<file path="config.mk">
export PLATFORM = sky130hd
export DESIGN_NAME = tcw_queue
export DESIGN_NICKNAME = d
export VERILOG_FILES = /design/src/sv/tcw_queue.sv
export SDC_FILE = /design/constraint.sdc
export NUM_CORES = 1
export LEC_CHECK = 0
export BUFFER_PORTS_ARGS = -buffer_cell sky130_fd_sc_hd__buf_2
export CORE_MARGIN = 1
export CORE_UTILIZATION = 35
export DETAILED_ROUTE_END_ITERATION = 10
export GPL_TIMING_DRIVEN = 0
export PLACE_DENSITY_LB_ADDON = 0.1
export SYNTH_ARGS = -nofsm -noshare
export SYNTH_HDL_FRONTEND = slang
export SYNTH_SLANG_ARGS = --single-unit
export TNS_END_PERCENT = 50
</file>
<file path="constraint.sdc">
create_clock -name clk_i -period 3.2 [get_ports clk_i]
set_input_delay 0 -clock clk_i [delete_from_list [all_inputs] [get_ports clk_i]]
set_output_delay 0 -clock clk_i [all_outputs]
set_load 0.05 [all_outputs]
</file>
<file path="src/sv/tcw_queue.sv">
// ----------------------------------------------------------------------------
// tcw_queue: small command FIFO
// Decouples the front end from the back end so each can stall on its own.
// ----------------------------------------------------------------------------
module tcw_queue #(
  parameter int W     = 8,
  parameter int DEPTH = 2
) (
  input  logic         clk_i,
  input  logic         rst_ni,
  input  logic         push_valid_i,
  output logic         push_ready_o,
  input  logic [W-1:0] push_data_i,
  output logic         pop_valid_o,
  input  logic         pop_ready_i,
  output logic [W-1:0] pop_data_o
);

  localparam int PW  = (DEPTH > 1) ? $clog2(DEPTH) : 1;
  localparam int CNW = $clog2(DEPTH + 1);

  logic [W-1:0]   mem_q [DEPTH];
  logic [PW-1:0]  wr_q, rd_q;
  logic [CNW-1:0] cnt_q;
  logic           push, pop;

  assign push_ready_o = (cnt_q != CNW'(DEPTH));
  assign pop_valid_o  = (cnt_q != '0);
  assign pop_data_o   = mem_q[rd_q];
  assign push         = push_valid_i && push_ready_o;
  assign pop          = pop_valid_o && pop_ready_i;

  always_ff @(posedge clk_i) begin
    if (push) begin
      mem_q[wr_q] <= push_data_i;
    end
  end

  always_ff @(posedge clk_i or negedge rst_ni) begin
    if (!rst_ni) begin
      wr_q  <= '0;
      rd_q  <= '0;
      cnt_q <= '0;
    end else begin
      if (push) begin
        wr_q <= (wr_q == PW'(DEPTH - 1)) ? '0 : wr_q + 1'b1;
      end
      if (pop) begin
        rd_q <= (rd_q == PW'(DEPTH - 1)) ? '0 : rd_q + 1'b1;
      end
      if (push && !pop) begin
        cnt_q <= cnt_q + 1'b1;
      end else if (pop && !push) begin
        cnt_q <= cnt_q - 1'b1;
      end
    end
  end

endmodule

</file>
==> flow_summary.yaml, run 1 <==
global_route:
  globalRoute.busiestLayer: "met2"
  grt_pass1_vias: 474
  grt_pass1_wl_mm: 2.13
  grt_use_total_pct: 12.1
  gr-usage-met2_pct: 19.4
  met1_usage_pct: 14.4
  antenna_found_initial: 0
  grt_max_degree: 12
  overflow: 0
  grt_use_met3_pct: 4.05
final_layout:
  area_delta_synth_final_pct: 33.7
  antenna_cells: 0
  nNetsFinal: 92
  layout_common_cells: "22 x buf_2, 16 x edfxtp_1, 10 x dlygate4sd3_1, 8 x mux2_2, 4 x dfrtp_1"
  final_common_cell: "buf_2"
  final_util_pct: 51.5
  layout-drive-gt1-share_pct: 46.2
routing:
  vias: 443
  wire_per_inst_um: 11.2
  drtIter0Drc: 0
  via_per_inst: 4.22
  drc_errors: 0
  drt_first_pass_iters: 1
  ant_nets: 0
  drt_wl_total_mm: 1.17
critical_path:
  r2r_cells: 3
  crit_buf_inv: 0
  cp-start-kind: "flip-flop"
  cp_cell_sequence: "nand2b_4 -> nand2_1 -> nor2_1"
  rrSetupSlack_ns: 1.63
  cp_slowest_stage_delay_ns: 0.55
  worst_ep_required_time_ns: 3.13
  worstPathMaxFanout: 8
  endpoint_kind: "flip-flop"
  path_depth: 3
  arrival_ns: 1.50
  r2r_start: "cnt_q[0]"
  crit_end: "mem_q[0][6]"
  slowest_stage: "nor2_1"
  timing.rr.end: "mem_q[0][6]"
  critPathKind: "flip-flop to flip-flop"
  cpLargestDelayFamily: "simple AND/OR/NAND/NOR gates"
  critPathLaunch: "cnt_q[0]"
place:
  place_hpwl_um: 825
  gp_congestion: 0.640
  io_buffer_count: 21
cts:
  post_cts_resized: 0
  cts_num_sinks: 20
  holdBufCountCts: 10
  cts-root-buf: "clkbuf_4"
  tritoncts: "done"
  cts_made_buffers: 3
  cts_setup_buffers: 0
  clk_latency_ns: 0.29
  htree_levels: 1
  clkTransAtPathRegs_ns: 0.10
  cts.path.max_buffers: 2
power:
  ir_worst_vdd_v: 0.000602
  p_leak_nw: 0.429
  totalPowerFinal_w: 0.00101
  power_density_nw_per_um2: 960
timing:
  fin_crit_sh_pct: 49.2
  hold_violations: 0
  maxSlewViolCount: 0
  rsz0062_at_grt: "no"
  slew_headroom_pct: 53.6
  fin_tns_setup_ns: 0
  max_freq_mhz: 635
  tightest_slew_ns: 0.693
  fin_skew_ns: 0.00315
  period_minus_slack_ns: 1.57
  finalSetupViolCount: 0
synth:
  syn_nets: 56
  syn_avg_cell_area_um2: 18.3
  async_flop_share_pct: 20.0
  netlist_area_um2: 787
  synth_edf_count: 16
  synth_warnings: 0
  synth-seq-cells: 20
  ys_types: 14
  syn-instance-count: 43
  ys_seq_area_share_pct: 73.8
  synthFlopType: "edfxtp_1"
floorplan:
  initial_core_util_pct: 38.5
  die_y_um: 49.4
  fp-row-count: 16
  io_pins: 22
  fp.dieW_um: 49.4
  dieArea_um2: 2440
  core_region_area_um2: 2040
flow_run:
  drv_cap: 0
min_path:
  hp-class: "input pin to flip-flop"
status:
  status: "complete, no violations"
==> routing by layer <==
metal	vias up	wire length (µm)
li1	223	-
met1	206	541
met2	14	567
met3	0	66
met4	0	0
met5	-	0
==> power by group <==
group / switching [W] / internal [W]
clock network: 0.0000674 / 0.0000484
logic: 0.000332 / 0.000166
registers: 0.0000334 / 0.000364
total: 0.000432 / 0.000578
==> synth_stat cells (2+ instances only) <==
library cell,number,area (µm²)
dfrtp_1,4,100
edfxtp_1,16,480
nor2_1,2,7.51
xnor2_1,3,26.3
mux2_2,8,90.1
xor2_1,2,17.5
==> through the flow <==
stage               worst slack [ns]  hold slack (ns)  cells  area [µm²]
finish                          1.63           0.0191    105        1050
global route                    1.48           0.0344    105        1050
CTS                             1.56          0.00734    105        1050
detailed placement              1.58           -0.187     91         926
global placement                1.57           -0.186     91         926
floorplan                       1.70           -0.296     43         787
==> sequential cells by signal, summed over array words and instances (netlist names) <==
signal and flops:
mem_q 16, wr_q 1, cnt_q 2, rd_q 1
==> cell type report <==
cell class                 count  area [µm²]
buffer                         1        5.00
clock buffer                   4        26.3
fill                         207         990
inverter                       1        3.75
multi-input combinational     21         198
sequential                    20         581
tap                           27        33.8
timing repair buffer          31         205
==> worst register-to-register path, cell delays in order (launching register included) <==
cell,delay (ns)
dfrtp_1,0.42
nand2b_4,0.16
nand2_1,0.09
nor2_1,0.55
==> worst min path at each step <==
stage	slack, ns	cells past startpoint	to	start
after floorplan	-0.30	0	cnt_q[0]	rst_ni
after global placement	-0.19	1	cnt_q[0]	rst_ni
after detailed placement	-0.19	1	cnt_q[0]	rst_ni
after CTS	0.007	3	wr_q	push_valid_i
after global routing	0.03	2	cnt_q[0]	rst_ni
final	0.02	3	wr_q	push_valid_i
==> cell families (layout without fill, tap and decap cells) <==
logic type	after synthesis	in the layout	share of synthesized area, %
fa+ha+maj	1	1	1.59
xor+xnor	5	5	5.57
buf+inv	2	37	1.11
simple gates	7	7	6.52
mux	8	8	11.4
flops	20	20	73.8
Power figures use the tool's default switching activity.
==> run 2, diff against run 1 <==
Clock period 3.2 ns to 1.58 ns, I/O delays scaled along.
==> run 2 against run 1 <==
  * Clock-buffer cell count is the same
  * Clock power up 100%
  * Global-route usage is the same
  * Via count fell by 0.23%
  * Clock skew barely moved
  * Cell count unchanged
  * Wire length is 0.17% lower
  * Core utilization is 0.12 points higher
  * Non-clock buffer count unchanged
  * First-iteration DRC count stayed put
  * Register-to-register slack worse by 1.5 ns
  * Highest routed layer unchanged
==> flow_summary.yaml, run 2 (synthesis results as in run 1) <==
routing:
  drtIter0Drc: 0
  drt_wl_total_mm: 1.17
  vias: 442
  wire_per_inst_um: 11.2
  via_per_inst: 4.21
  ant_nets: 0
  drc_errors: 0
  drt_first_pass_iters: 1
timing:
  fin_skew_ns: 0.00315
  fin_tns_setup_ns: 0
  tightest_slew_ns: 0.433
  worst_slack_ns: 0.148
  finalSetupViolCount: 0
  rsz0062_at_grt: "no"
  slew_headroom_pct: 71.1
  hold_violations: 0
  maxSlewViolCount: 0
  period_minus_slack_ns: 1.43
  whs_ns: 0.0386
  fin_crit_sh_pct: 90.6
  max_freq_mhz: 698
flow_run:
  drv_cap: 0
global_route:
  gr-usage-met2_pct: 19.4
  grt_pass1_vias: 474
  globalRoute.busiestLayer: "met2"
  grt_use_met3_pct: 4.05
  met1_usage_pct: 14.4
  antenna_found_initial: 0
  grt_pass1_wl_mm: 2.13
  overflow: 0
  grt_max_degree: 12
  grt_use_total_pct: 12.1
floorplan:
  initial_core_util_pct: 38.5
  fp.dieW_um: 49.4
  fp-row-count: 16
  dieArea_um2: 2440
  io_pins: 22
  die_y_um: 49.4
  core_region_area_um2: 2040
cts:
  cts_num_sinks: 20
  tritoncts: "done"
  cts_setup_buffers: 0
  clkTransAtPathRegs_ns: 0.10
  cts_made_buffers: 3
  cts-root-buf: "clkbuf_4"
  clk_latency_ns: 0.29
  htree_levels: 1
  cts.path.max_buffers: 2
power:
  power_density_nw_per_um2: 1950
  ir_worst_vdd_v: 0.00123
  p_leak_nw: 0.429
place:
  gp_congestion: 0.640
  dp_cells: 91
  place_hpwl_um: 825
  place_ws_ns: -0.0426
  io_buffer_count: 21
final_layout:
  largest_register_ffs: 16
  top_regs: "mem_q x16, cnt_q x2"
  final_cells: 105
  final_util_pct: 51.7
  fillers: 206
  antenna_cells: 0
  area_delta_synth_final_pct: 34.0
  regMostFlops: "mem_q"
  layout-drive-gt1-share_pct: 47.4
  final_common_cell: "buf_2"
  layout_common_cells: "22 x buf_2, 16 x edfxtp_1, 10 x dlygate4sd3_1, 8 x mux2_2, 4 x dfrtp_1"
  multi_input_area_um2: 200
  nNetsFinal: 92
  regArea_um2: 581
critical_path:
  arrival_ns: 1.65
  worst_ep_required_time_ns: 1.80
  cp-start-kind: "flip-flop"
  critPathKind: "flip-flop to flip-flop"
  endpoint_kind: "flip-flop"
  rrSetupSlack_ns: 0.15
  worstPathMaxFanout: 4
min_path:
  hp-class: "input pin to async pin"
status:
  status: "complete, no violations"
[run 2: cell count changes in the layout (fill, tap and decap cells not counted)]
cell	change
nor2_1	-1
nor2_2	+1
[run 2: area by class of cell]
class                      count  share of cell area, %
tap                           27                   3.20
clock buffer                   4                   2.49
timing repair buffer          31                   19.5
buffer                         1                  0.474
inverter                       1                  0.356
sequential                    20                   55.0
multi-input combinational     21                   19.0
[run 2: critical path, cell delays in order (launching register included)]
cell and delay, ns:
dfrtp_1 0.43, nand2b_4 0.16, nand2_1 0.13, inv_1 0.06
ha_1 0.30, nor2_1 0.14, xor2_1 0.14
[run 2: metal layers]
layer / wire length [µm] / share of wire (%)
met3: 66 / 5.6
met2: 566 / 48
met4: 0 / 0
met1: 539 / 46
met5: 0 / 0
[run 2: metrics by stage]
stage,cell area [µm²],total power (W)
2_1_floorplan,787,0.00163
3_3_place_gp,926,0.00182
3_5_place_dp,926,0.00182
4_1_cts,1050,0.00209
5_1_grt,1050,0.00218
6_report,1050,0.00205
[run 2: report_power, final]
part           internal [W]  total (W)  switching (W)
combinational      0.000338    0.00101       0.000673
sequential         0.000737   0.000807      0.0000699
clock             0.0000980   0.000234       0.000136
total               0.00117    0.00205       0.000879
[run 2: worst paths after layout]
kind	startpoint	endpoint	cells past startpoint
setup / recovery	cnt_q[0]	cnt_q[1]	6
hold / removal	rst_ni	cnt_q[0]	2
setup reg to reg	cnt_q[0]	cnt_q[1]	6
hold reg to reg	wr_q	wr_q	1
max in group asynchronous	rst_ni	cnt_q[1]	2
min in group clk_i	push_valid_i	wr_q	3
[run 2: repair_timing]
item                                    in CTS  in global routing
hold buffers                                10                  0
gates resized for setup                      1                  0
endpoints found under the setup margin       8                  0
hold endpoints to repair                    21                  0
