File: src/sv/tcw_pkg.sv
// ----------------------------------------------------------------------------
// tcw_pkg: shared types and constants of the text console writer
// Character codes, the command record that flows from the front end to the
// back end, and the back-end state encoding.
// ----------------------------------------------------------------------------
package tcw_pkg;

  localparam logic [7:0] CH_CR = 8'd13;
  localparam logic [7:0] CH_LF = 8'd10;

  // Entries in the command queue between the front and the back end.
  localparam int QUEUE_DEPTH = 2;

  typedef enum logic [1:0] {
    OP_NONE,
    OP_WRITE,
    OP_READ
  } tcw_op_e;

  // Memory work plus the result fields that the front end already knows.
  typedef struct packed {
    tcw_op_e     op;
    logic [15:0] wdata;
    logic [6:0]  cursor_col;
    logic [4:0]  cursor_row;
    logic        scrolled;
  } tcw_cmd_t;

  typedef enum logic [1:0] {
    ST_INIT,
    ST_IDLE,
    ST_CLEAR,
    ST_DONE
  } tcw_state_e;

endpackage

File: src/sv/tcw_front.sv
// ----------------------------------------------------------------------------
// tcw_front: command intake and cursor tracking
// Accepts commands, classifies them, advances the cursor and the scroll
// origin, and hands a memory command with its result fields to the queue.
// ----------------------------------------------------------------------------
module tcw_front import tcw_pkg::*; #(
  parameter int COLUMNS = 80,
  parameter int ROWS    = 25,
  localparam int AW     = $clog2(ROWS * COLUMNS),
  localparam int RW     = $clog2(ROWS)
) (
  input  logic          clk_i,
  input  logic          rst_ni,
  input  logic          in_valid_i,
  output logic          in_ready_o,
  input  logic          cmd_i,
  input  logic [7:0]    character_i,
  input  logic [7:0]    color_i,
  input  logic [6:0]    col_i,
  input  logic [4:0]    row_i,
  input  logic          init_busy_i,
  output logic          q_valid_o,
  input  logic          q_ready_i,
  output tcw_cmd_t      q_cmd_o,
  output logic [AW-1:0] q_addr_o,
  output logic [RW-1:0] q_clr_row_o
);

  localparam int CW  = $clog2(COLUMNS);
  localparam int RSW = ((RW > 5) ? RW : 5) + 1;
  localparam int CSW = ((CW > 7) ? CW : 7) + 1;

  logic [CW-1:0]  col_q, col_d;
  logic [RW-1:0]  row_q, row_d;
  logic [RW-1:0]  top_q, top_d;
  logic           accept;
  logic           is_cr, is_lf, put_char;
  logic           col_last, row_last, move_down, scroll, read_ok;
  logic [RSW-1:0] sel_row, row_sum, phys_row_w;
  logic [CSW-1:0] sel_col;
  logic [RW-1:0]  phys_row;

  assign in_ready_o = q_ready_i && !init_busy_i;
  assign accept     = in_valid_i && in_ready_o;
  assign q_valid_o  = accept;

  assign is_cr    = (character_i == CH_CR);
  assign is_lf    = (character_i == CH_LF);
  assign put_char = !cmd_i && !is_cr && !is_lf;
  assign col_last = (col_q == CW'(COLUMNS - 1));
  assign row_last = (row_q == RW'(ROWS - 1));

  assign move_down = !cmd_i && (is_lf || (put_char && col_last));
  assign scroll    = move_down && row_last;
  assign read_ok   = (CSW'(col_i) < CSW'(COLUMNS)) && (RSW'(row_i) < RSW'(ROWS));

  always_comb begin
    col_d = col_q;
    if (!cmd_i) begin
      if (is_cr || is_lf || col_last) begin
        col_d = '0;
      end else begin
        col_d = col_q + 1'b1;
      end
    end
  end

  assign row_d = (move_down && !row_last) ? row_q + 1'b1 : row_q;
  assign top_d = !scroll ? top_q :
                 (top_q == RW'(ROWS - 1)) ? '0 : top_q + 1'b1;

  // Screen rows live in the RAM as a ring; top_q is the physical row of the
  // first visible line, so a scroll only moves the origin and clears a row.
  assign sel_row    = cmd_i ? RSW'(row_i) : RSW'(row_q);
  assign sel_col    = cmd_i ? CSW'(col_i) : CSW'(col_q);
  assign row_sum    = sel_row + RSW'(top_q);
  assign phys_row_w = (row_sum >= RSW'(ROWS)) ? row_sum - RSW'(ROWS) : row_sum;
  assign phys_row   = RW'(phys_row_w);

  assign q_addr_o    = AW'(phys_row) * AW'(COLUMNS) + AW'(sel_col);
  assign q_clr_row_o = top_q;

  always_comb begin
    q_cmd_o.op = OP_NONE;
    if (cmd_i) begin
      if (read_ok) begin
        q_cmd_o.op = OP_READ;
      end
    end else if (put_char) begin
      q_cmd_o.op = OP_WRITE;
    end
    q_cmd_o.wdata      = {color_i, character_i};
    q_cmd_o.cursor_col = 7'(col_d);
    q_cmd_o.cursor_row = 5'(row_d);
    q_cmd_o.scrolled   = scroll;
  end

  always_ff @(posedge clk_i or negedge rst_ni) begin
    if (!rst_ni) begin
      col_q <= '0;
      row_q <= '0;
      top_q <= '0;
    end else if (accept) begin
      col_q <= col_d;
      row_q <= row_d;
      top_q <= top_d;
    end
  end

  a_cursor_in_range: assert property (@(posedge clk_i) disable iff (!rst_ni)
    (CSW'(col_q) < CSW'(COLUMNS)) && (RSW'(row_q) < RSW'(ROWS)) &&
    (RSW'(top_q) < RSW'(ROWS)))
    else $error("cursor or scroll origin out of range");

  a_cr_home: assert property (@(posedge clk_i) disable iff (!rst_ni)
    accept && !cmd_i && is_cr |=> (col_q == '0) && (row_q == $past(row_q)))
    else $error("carriage return did not home the column");

  a_scroll_moves_origin: assert property (@(posedge clk_i) disable iff (!rst_ni)
    accept && scroll |=> (row_q == RW'(ROWS - 1)) && (top_q != $past(top_q)))
    else $error("scroll did not advance the ring origin");

endmodule

File: config.mk
export PLATFORM = sky130hd
export DESIGN_NAME = tcw_front
export DESIGN_NICKNAME = d
export VERILOG_FILES = /design/src/sv/tcw_pkg.sv /design/src/sv/tcw_front.sv
export SDC_FILE = /design/constraint.sdc
export NUM_CORES = 1
export LEC_CHECK = 0
export ABC_AREA = 0
export ABC_CLOCK_PERIOD_IN_PS = 6300
export BUFFER_PORTS_ARGS = -buffer_cell sky130_fd_sc_hd__buf_4
export CELL_PAD_IN_SITES_DETAIL_PLACEMENT = 1
export CELL_PAD_IN_SITES_GLOBAL_PLACEMENT = 2
export CORE_ASPECT_RATIO = 1.1
export CORE_UTILIZATION = 28
export CTS_BUF_LIST = sky130_fd_sc_hd__clkbuf_8 sky130_fd_sc_hd__clkbuf_16
export DETAILED_ROUTE_END_ITERATION = 8
export PLACE_DENSITY_LB_ADDON = 0.1
export SYNTH_ARGS = -nofsm -noshare
export SYNTH_HDL_FRONTEND = slang
export SYNTH_SLANG_ARGS = --single-unit
File: constraint.sdc
create_clock -name clk_i -period 6.3 [get_ports clk_i]
set_clock_uncertainty 0.1 [all_clocks]
set_input_delay 0.63 -clock clk_i [delete_from_list [all_inputs] [get_ports clk_i]]
set_output_delay 0.63 -clock clk_i [all_outputs]
set_load 0.03 [all_outputs]
==> results of run 1 <==
## cells in the mapped netlist, types with 2 or more instances
| cell | number |
|---|---|
| clkbuf_1 | 3 |
| xnor2_1 | 13 |
| mux2i_1 | 4 |
| a211oi_1 | 2 |
| ha_1 | 21 |
| fa_1 | 3 |
| inv_1 | 16 |
| dfrtp_1 | 17 |
| nand2_1 | 23 |
| o41ai_1 | 2 |
| nand4_1 | 2 |
| mux2_2 | 12 |
| a21oi_1 | 7 |
| and3_1 | 6 |
| o2111ai_1 | 2 |
| nand3_1 | 6 |
| a21o_1 | 4 |
| nor2b_1 | 5 |
| buf_4 | 17 |
| or2_2 | 2 |
| o21ai_0 | 24 |
| xor2_1 | 10 |
| nand2b_1 | 2 |
| o21a_1 | 2 |
| nor2_1 | 28 |
| a211o_1 | 2 |
## power by group
| group | total (µW) | switching, µW | internal [µW] |
|---|---|---|---|
| sequential | 134 | 15.0 | 119 |
| combinational | 345 | 204 | 142 |
| clock | 87.5 | 43.6 | 43.9 |
## routing by layer
metal  part of all wire  global-route usage  vias up
li1                   -                   -      989
met1               0.47               0.197      941
met2               0.47               0.264       47
met3              0.046              0.0192        2
met4             0.0068              0.0208        0
met5                  0                   0        -
## worst min-delay path by stage
stage,cells past startpoint,to,from
finish,1,row_q[3]$_DFFE_PN0P_,rst_ni
global route,1,row_q[0]$_DFFE_PN0P_,rst_ni
CTS,1,row_q[0]$_DFFE_PN0P_,rst_ni
detailed placement,1,col_q[2]$_DFFE_PN0P_,rst_ni
global placement,1,col_q[2]$_DFFE_PN0P_,rst_ni
floorplan,0,col_q[0]$_DFFE_PN0P_,rst_ni
## critical path: stages
cell and delay [ns]:
buf_4 0.26, nand2_1 0.08, o21ai_0 0.09, ha_1 0.23, inv_1 0.07, fa_1 0.38, nand2b_1 0.16, a21oi_1 0.15
xor2_1 0.31, o21ai_0 0.18, o21a_1 0.25, mux2i_1 0.24, ha_1 0.28, ha_1 0.23, fa_1 0.54, nand2_1 0.11
a211o_1 0.27, a22oi_1 0.16, o21ai_0 0.12, xor2_1 0.15, buf_4 0.17
## kinds of logic (layout without fill, tap and decap cells)
group	Yosys count	count (layout)
AND/OR/NAND/NOR	88	88
AO/OA/AOI/OAI	54	54
buffers and inverters	39	86
adder cells (fa/ha/maj)	24	24
XOR/XNOR	23	23
multiplexers	17	17
flip-flops	17	17
## registers in the layout, summed over array words and instances, names as in the netlist
| register | count |
|---|---|
| col_q | 7 |
| q_clr_row_o | 5 |
| row_q | 5 |
## through the flow
stage,power (µW),setup slack [ns]
after floorplan,380,0.549
after global placement,484,0.564
after detailed placement,485,0.491
after CTS,574,0.437
after global routing,607,0.107
final,567,0.482
## final cells by class
type / instances / area (µm²)
clock inverter: 1 / 5.00
inverter: 16 / 60.1
clock buffer: 3 / 41.3
fill: 915 / 4780
tap: 105 / 131
timing repair buffer: 66 / 495
multi-input combinational: 206 / 1530
sequential: 17 / 425
==> flow_summary.yaml, run 1 <==
layout:
  diodes: 0
  finalInstanceArea_um2: 2690
  final_common_cell: "buf_4"
  nNetsFinal: 368
  stdcell_count: 414
  drive_gt1_frac: 0.304
  fin_util: 0.360
  area_delta_synth_final_pct: 23.6
  final_cell_mix: "buf_4, nor2_1, o21ai_0, nand2_1, ha_1"
critical_path:
  worstSetupPathType: "in2out"
  r2r_slack_ns: 3.43
  cp-end-kind: "primary output"
  critPathArrivalTime_ns: 5.09
  critPathLaunchType: "input port"
  crit_start: "cmd_i"
  cp_max_fo: 26
  endpoint: "q_addr_o[10]"
  crit_required_ns: 5.57
  r2r_start: "col_q[1]$_DFFE_PN0P_"
  r2r_end: "col_q[4]$_DFFE_PN0P_"
  worstRegToRegCells: 7
placed_design:
  port_buffers: 66
  dp.cells: 410
  dpl_cell_area_um2: 2640
  dp_hpwl_mm: 4.83
  gp_congestion: 0.763
die:
  die_w_um: 86.1
  start_util: 0.291
  coreArea_um2: 7470
  die_area_um2: 8130
  die_h_um: 94.5
  num_rows: 33
  ioPinCount: 83
global_route:
  grt_max_degree: 27
  grt_pass1_wl_mm: 9.76
  grt_usage: 0.149
  grt_overflow: 0
  antenna_found_initial: 0
  grt_pass1_vias: 2046
logic_synthesis:
  synth_top_family_by_area: "simple AND/OR/NAND/NOR gates"
  yosysUniqueCellTypes: 53
  synth-edff-count: 0
  synthXorXnorAreaFrac: 0.0926
  synth_seq_cells: 17
  yosys.area_share.simple: 0.210
  ys_seq_area_frac: 0.196
  syn_nets: 320
  synth_top_area_frac: 0.196
  synthTopCellsByArea: "dfrtp_1, ha_1, mux2_2"
  synth_cells: 262
  yosysTopAreaCell: "dfrtp_1"
  synth_warnings: 0
  synthArstFlopShare: 1.00
  syn_avg_cell_area_um2: 8.30
  synth-main-ff-cell: "dfrtp_1"
  synth_compound_gate_area_share: 0.166
  syn_area_um2: 2180
  synth.area.mux_share: 0.0874
  synth_fa_ha_area_frac: 0.148
detailed_routing:
  routedWlPerCell_um: 14.1
  drtPass1Iterations: 4
  vias: 1979
  postRouteAntennaNets: 0
  via_per_inst: 4.78
  wl_mm: 5.85
  post-route-drc-count: 0
  dr.first_iter.drc_count: 69
timing:
  rsz0062_at_grt: "false"
  post-route-period-util: 0.923
  slew-limit-headroom: 0.281
  max_freq_ghz: 0.172
  hold_slack_ns: 0.133
  report.final.slew_viol_count: 0
  worst_pin_slew_ns: 1.08
  setup_viol_count_final: 0
  hold_viol_final: 0
  min_period_ns: 5.82
  finalSetupTns_ns: 0
clock_tree:
  cts_resized: 0
  ctsHoldBuffers: 0
  clk_pin_slew_worst_paths_ns: 0.09
  clock_tree.buffer_depth: 2
  clock_latency_ns: 0.25
  clock-root-buffer: "clkbuf_8"
  cts.sinks: 17
  h-tree-depth: 1
  cts_buffers: 3
  cts_tree: "built"
  cts_setup_buffers: 0
hold_path:
  min_path_type: "in2async"
run_status:
  outcome: "finished clean"
power_and_ir_drop:
  leakagePower_uw: 0.00132
  ir_drop_v: 0.000106
  cellPowerDensity_nw_per_um2: 211
run:
  maxCapViolCount: 0
Power figures use the tool's default switching activity.
==> inputs of run 2 (changes only) <==
ABC_AREA = 1   (was 0)
CORE_UTILIZATION = 26   (was 28)
==> flow_summary.yaml, run 2 <==
run_status:
  outcome: "finished clean"
logic_synthesis:
  synth_top_area_frac: 0.192
  syn_nets: 389
  yosysUniqueCellTypes: 32
  synth.most_common_cell: "nand2_1"
  syn_avg_cell_area_um2: 6.71
  synthTopCellsByCount: "nand2_1, inv_1, ha_1, nand3_1"
  syn_area_um2: 2220
  synth_warnings: 0
  ys_seq_area_frac: 0.192
  synth-main-ff-cell: "dfrtp_1"
  synth-edff-count: 0
  synth_seq_cells: 17
  synthArstFlopShare: 1.00
  synthTopCellsByArea: "dfrtp_1, nand2_1, ha_1"
  yosysTopAreaCell: "dfrtp_1"
  synth_cells: 331
placed_design:
  post-place-ws_ns: 0.998
  dp.cells: 483
  dp_hpwl_mm: 5.06
  port_buffers: 66
  gp_congestion: 0.724
die:
  num_rows: 34
  die_w_um: 90.1
  start_util: 0.275
  coreArea_um2: 8080
  die_h_um: 98.9
  ioPinCount: 83
  die_area_um2: 8910
critical_path:
  crit_slowest_cell: "fa_1"
  cp_max_fo: 26
  critPathLaunchType: "input port"
  r2r_end: "q_clr_row_o[0]$_DFFE_PN0P_"
  crit_required_ns: 5.57
  worstRegToRegCells: 10
  worstSetupPathType: "in2out"
  r2r_start: "col_q[1]$_DFFE_PN0P_"
  critPathArrivalTime_ns: 4.52
  r2r_slack_ns: 4.60
  cpPeakStageDelay_ns: 0.54
  cp-end-kind: "primary output"
  path_cells: "buf_4 > inv_1 > or2_2 > o21ai_0 > fa_1 > ha_1 > nand3b_1 > nand3_2 > nand2_4 > nand2_1 > xnor2_1 > ha_1 > ha_1 > fa_1 > xor2_1 > nand3_1 > xor2_1 > inv_1 > nand2_1 > nand2_1 > buf_4"
layout:
  registers.top_by_ff_count: "col_q"
  ff_latch_area_um2: 425
  multi_input_area_um2: 1480
  final_cell_mix: "nand2_1, buf_4, inv_1, nand3_1, ha_1"
  diodes: 0
  largest_register_ffs: 7
  n_fill_cell: 1087
  drive_gt1_frac: 0.240
  area_delta_synth_final_pct: 23.8
  final_common_cell: "nand2_1"
  stdcell_count: 487
  nNetsFinal: 438
power_and_ir_drop:
  p_total_uw: 511
  ir_drop_v: 0.000103
  cellPowerDensity_nw_per_um2: 186
  leakagePower_uw: 0.00157
timing:
  rsz0062_at_grt: "false"
  hold_viol_final: 0
  slew-limit-headroom: 0.594
  report.final.slew_viol_count: 0
  finalSetupTns_ns: 0
  setup_viol_count_final: 0
  min_period_ns: 5.25
  layout_setup_ws_ns: 1.05
  post-route-period-util: 0.833
  max_freq_ghz: 0.191
  worst_pin_slew_ns: 0.608
clock_tree:
  cts.sinks: 17
  cts_tree: "built"
  ctsHoldBuffers: 0
  cts_setup_buffers: 0
  cts_buffers: 3
  clock_latency_ns: 0.26
  clk_pin_slew_worst_paths_ns: 0.07
  cts_resized: 0
  clock-root-buffer: "clkbuf_8"
  clock_tree.buffer_depth: 2
  h-tree-depth: 1
global_route:
  grt_usage: 0.143
  grt_overflow: 0
  grt_max_degree: 27
  antenna_found_initial: 0
  grt_pass1_vias: 2162
  grt_pass1_wl_mm: 10.5
detailed_routing:
  post-route-drc-count: 0
  wl_mm: 6.05
  vias: 2136
  routedWlPerCell_um: 12.4
  postRouteAntennaNets: 0
  drtPass1Iterations: 4
  via_per_inst: 4.39
  dr.first_iter.drc_count: 41
hold_path:
  min_path_type: "in2async"
run:
  maxCapViolCount: 0
## run 2: where the power goes
part	internal [µW]	switching (µW)
Combinational	107	178
Sequential	123	18.3
Clock	43.4	41.1
Total	274	237
## run 2: final cells by class
cell class | count | share of cell area
Clock buffer | 3 | 0.0150
Clock inverter | 1 | 0.00137
Inverter | 44 | 0.0601
Multi-Input combinational cell | 247 | 0.537
Sequential cell | 17 | 0.155
Tap cell | 108 | 0.0492
Timing Repair Buffer | 67 | 0.183
## run 2: how the worst max path moves through the flow
stage                     start           end  slack [ns]
after floorplan           cmd_i   q_addr_o[9]        1.21
after global placement    cmd_i  q_addr_o[10]        1.12
after detailed placement  cmd_i  q_addr_o[10]         1.0
after CTS                 cmd_i  q_addr_o[10]        0.98
after global routing      cmd_i  q_addr_o[10]        0.65
final                     cmd_i  q_addr_o[10]        1.05
## run 2: kinds of logic after synthesis
logic type               share of synthesized area
XOR/XNOR                                    0.0631
flip-flops                                   0.192
AND/OR/NAND/NOR                              0.393
adder cells (fa/ha/maj)                      0.145
AO/OA/AOI/OAI                               0.0626
buffers and inverters                        0.144
## run 2: routing by layer
layer,global-route usage,part of all wire,routed length (µm)
met1,0.188,0.49,2940
met5,0,0,0
met3,0.0208,0.031,185
met2,0.249,0.48,2880
met4,0.0310,0.0076,46
## run 2: stage by stage
step | util | cell area [µm²] | hold WS [ns]
floorplan | - | 2220 | 0.234
global placement | 0.335 | 2700 | 0.401
detailed placement | 0.335 | 2700 | 0.400
CTS | 0.340 | 2750 | 0.143
global route | 0.340 | 2750 | 0.145
finish | 0.340 | 2750 | 0.139
## run 2: critical path, delay by kind of cell
kind,cells,cell delay (ns)
buf+inv,4,0.54
fa+ha+maj,5,1.67
xor+xnor,3,0.62
simple gates,8,0.91
compound gates,1,0.14
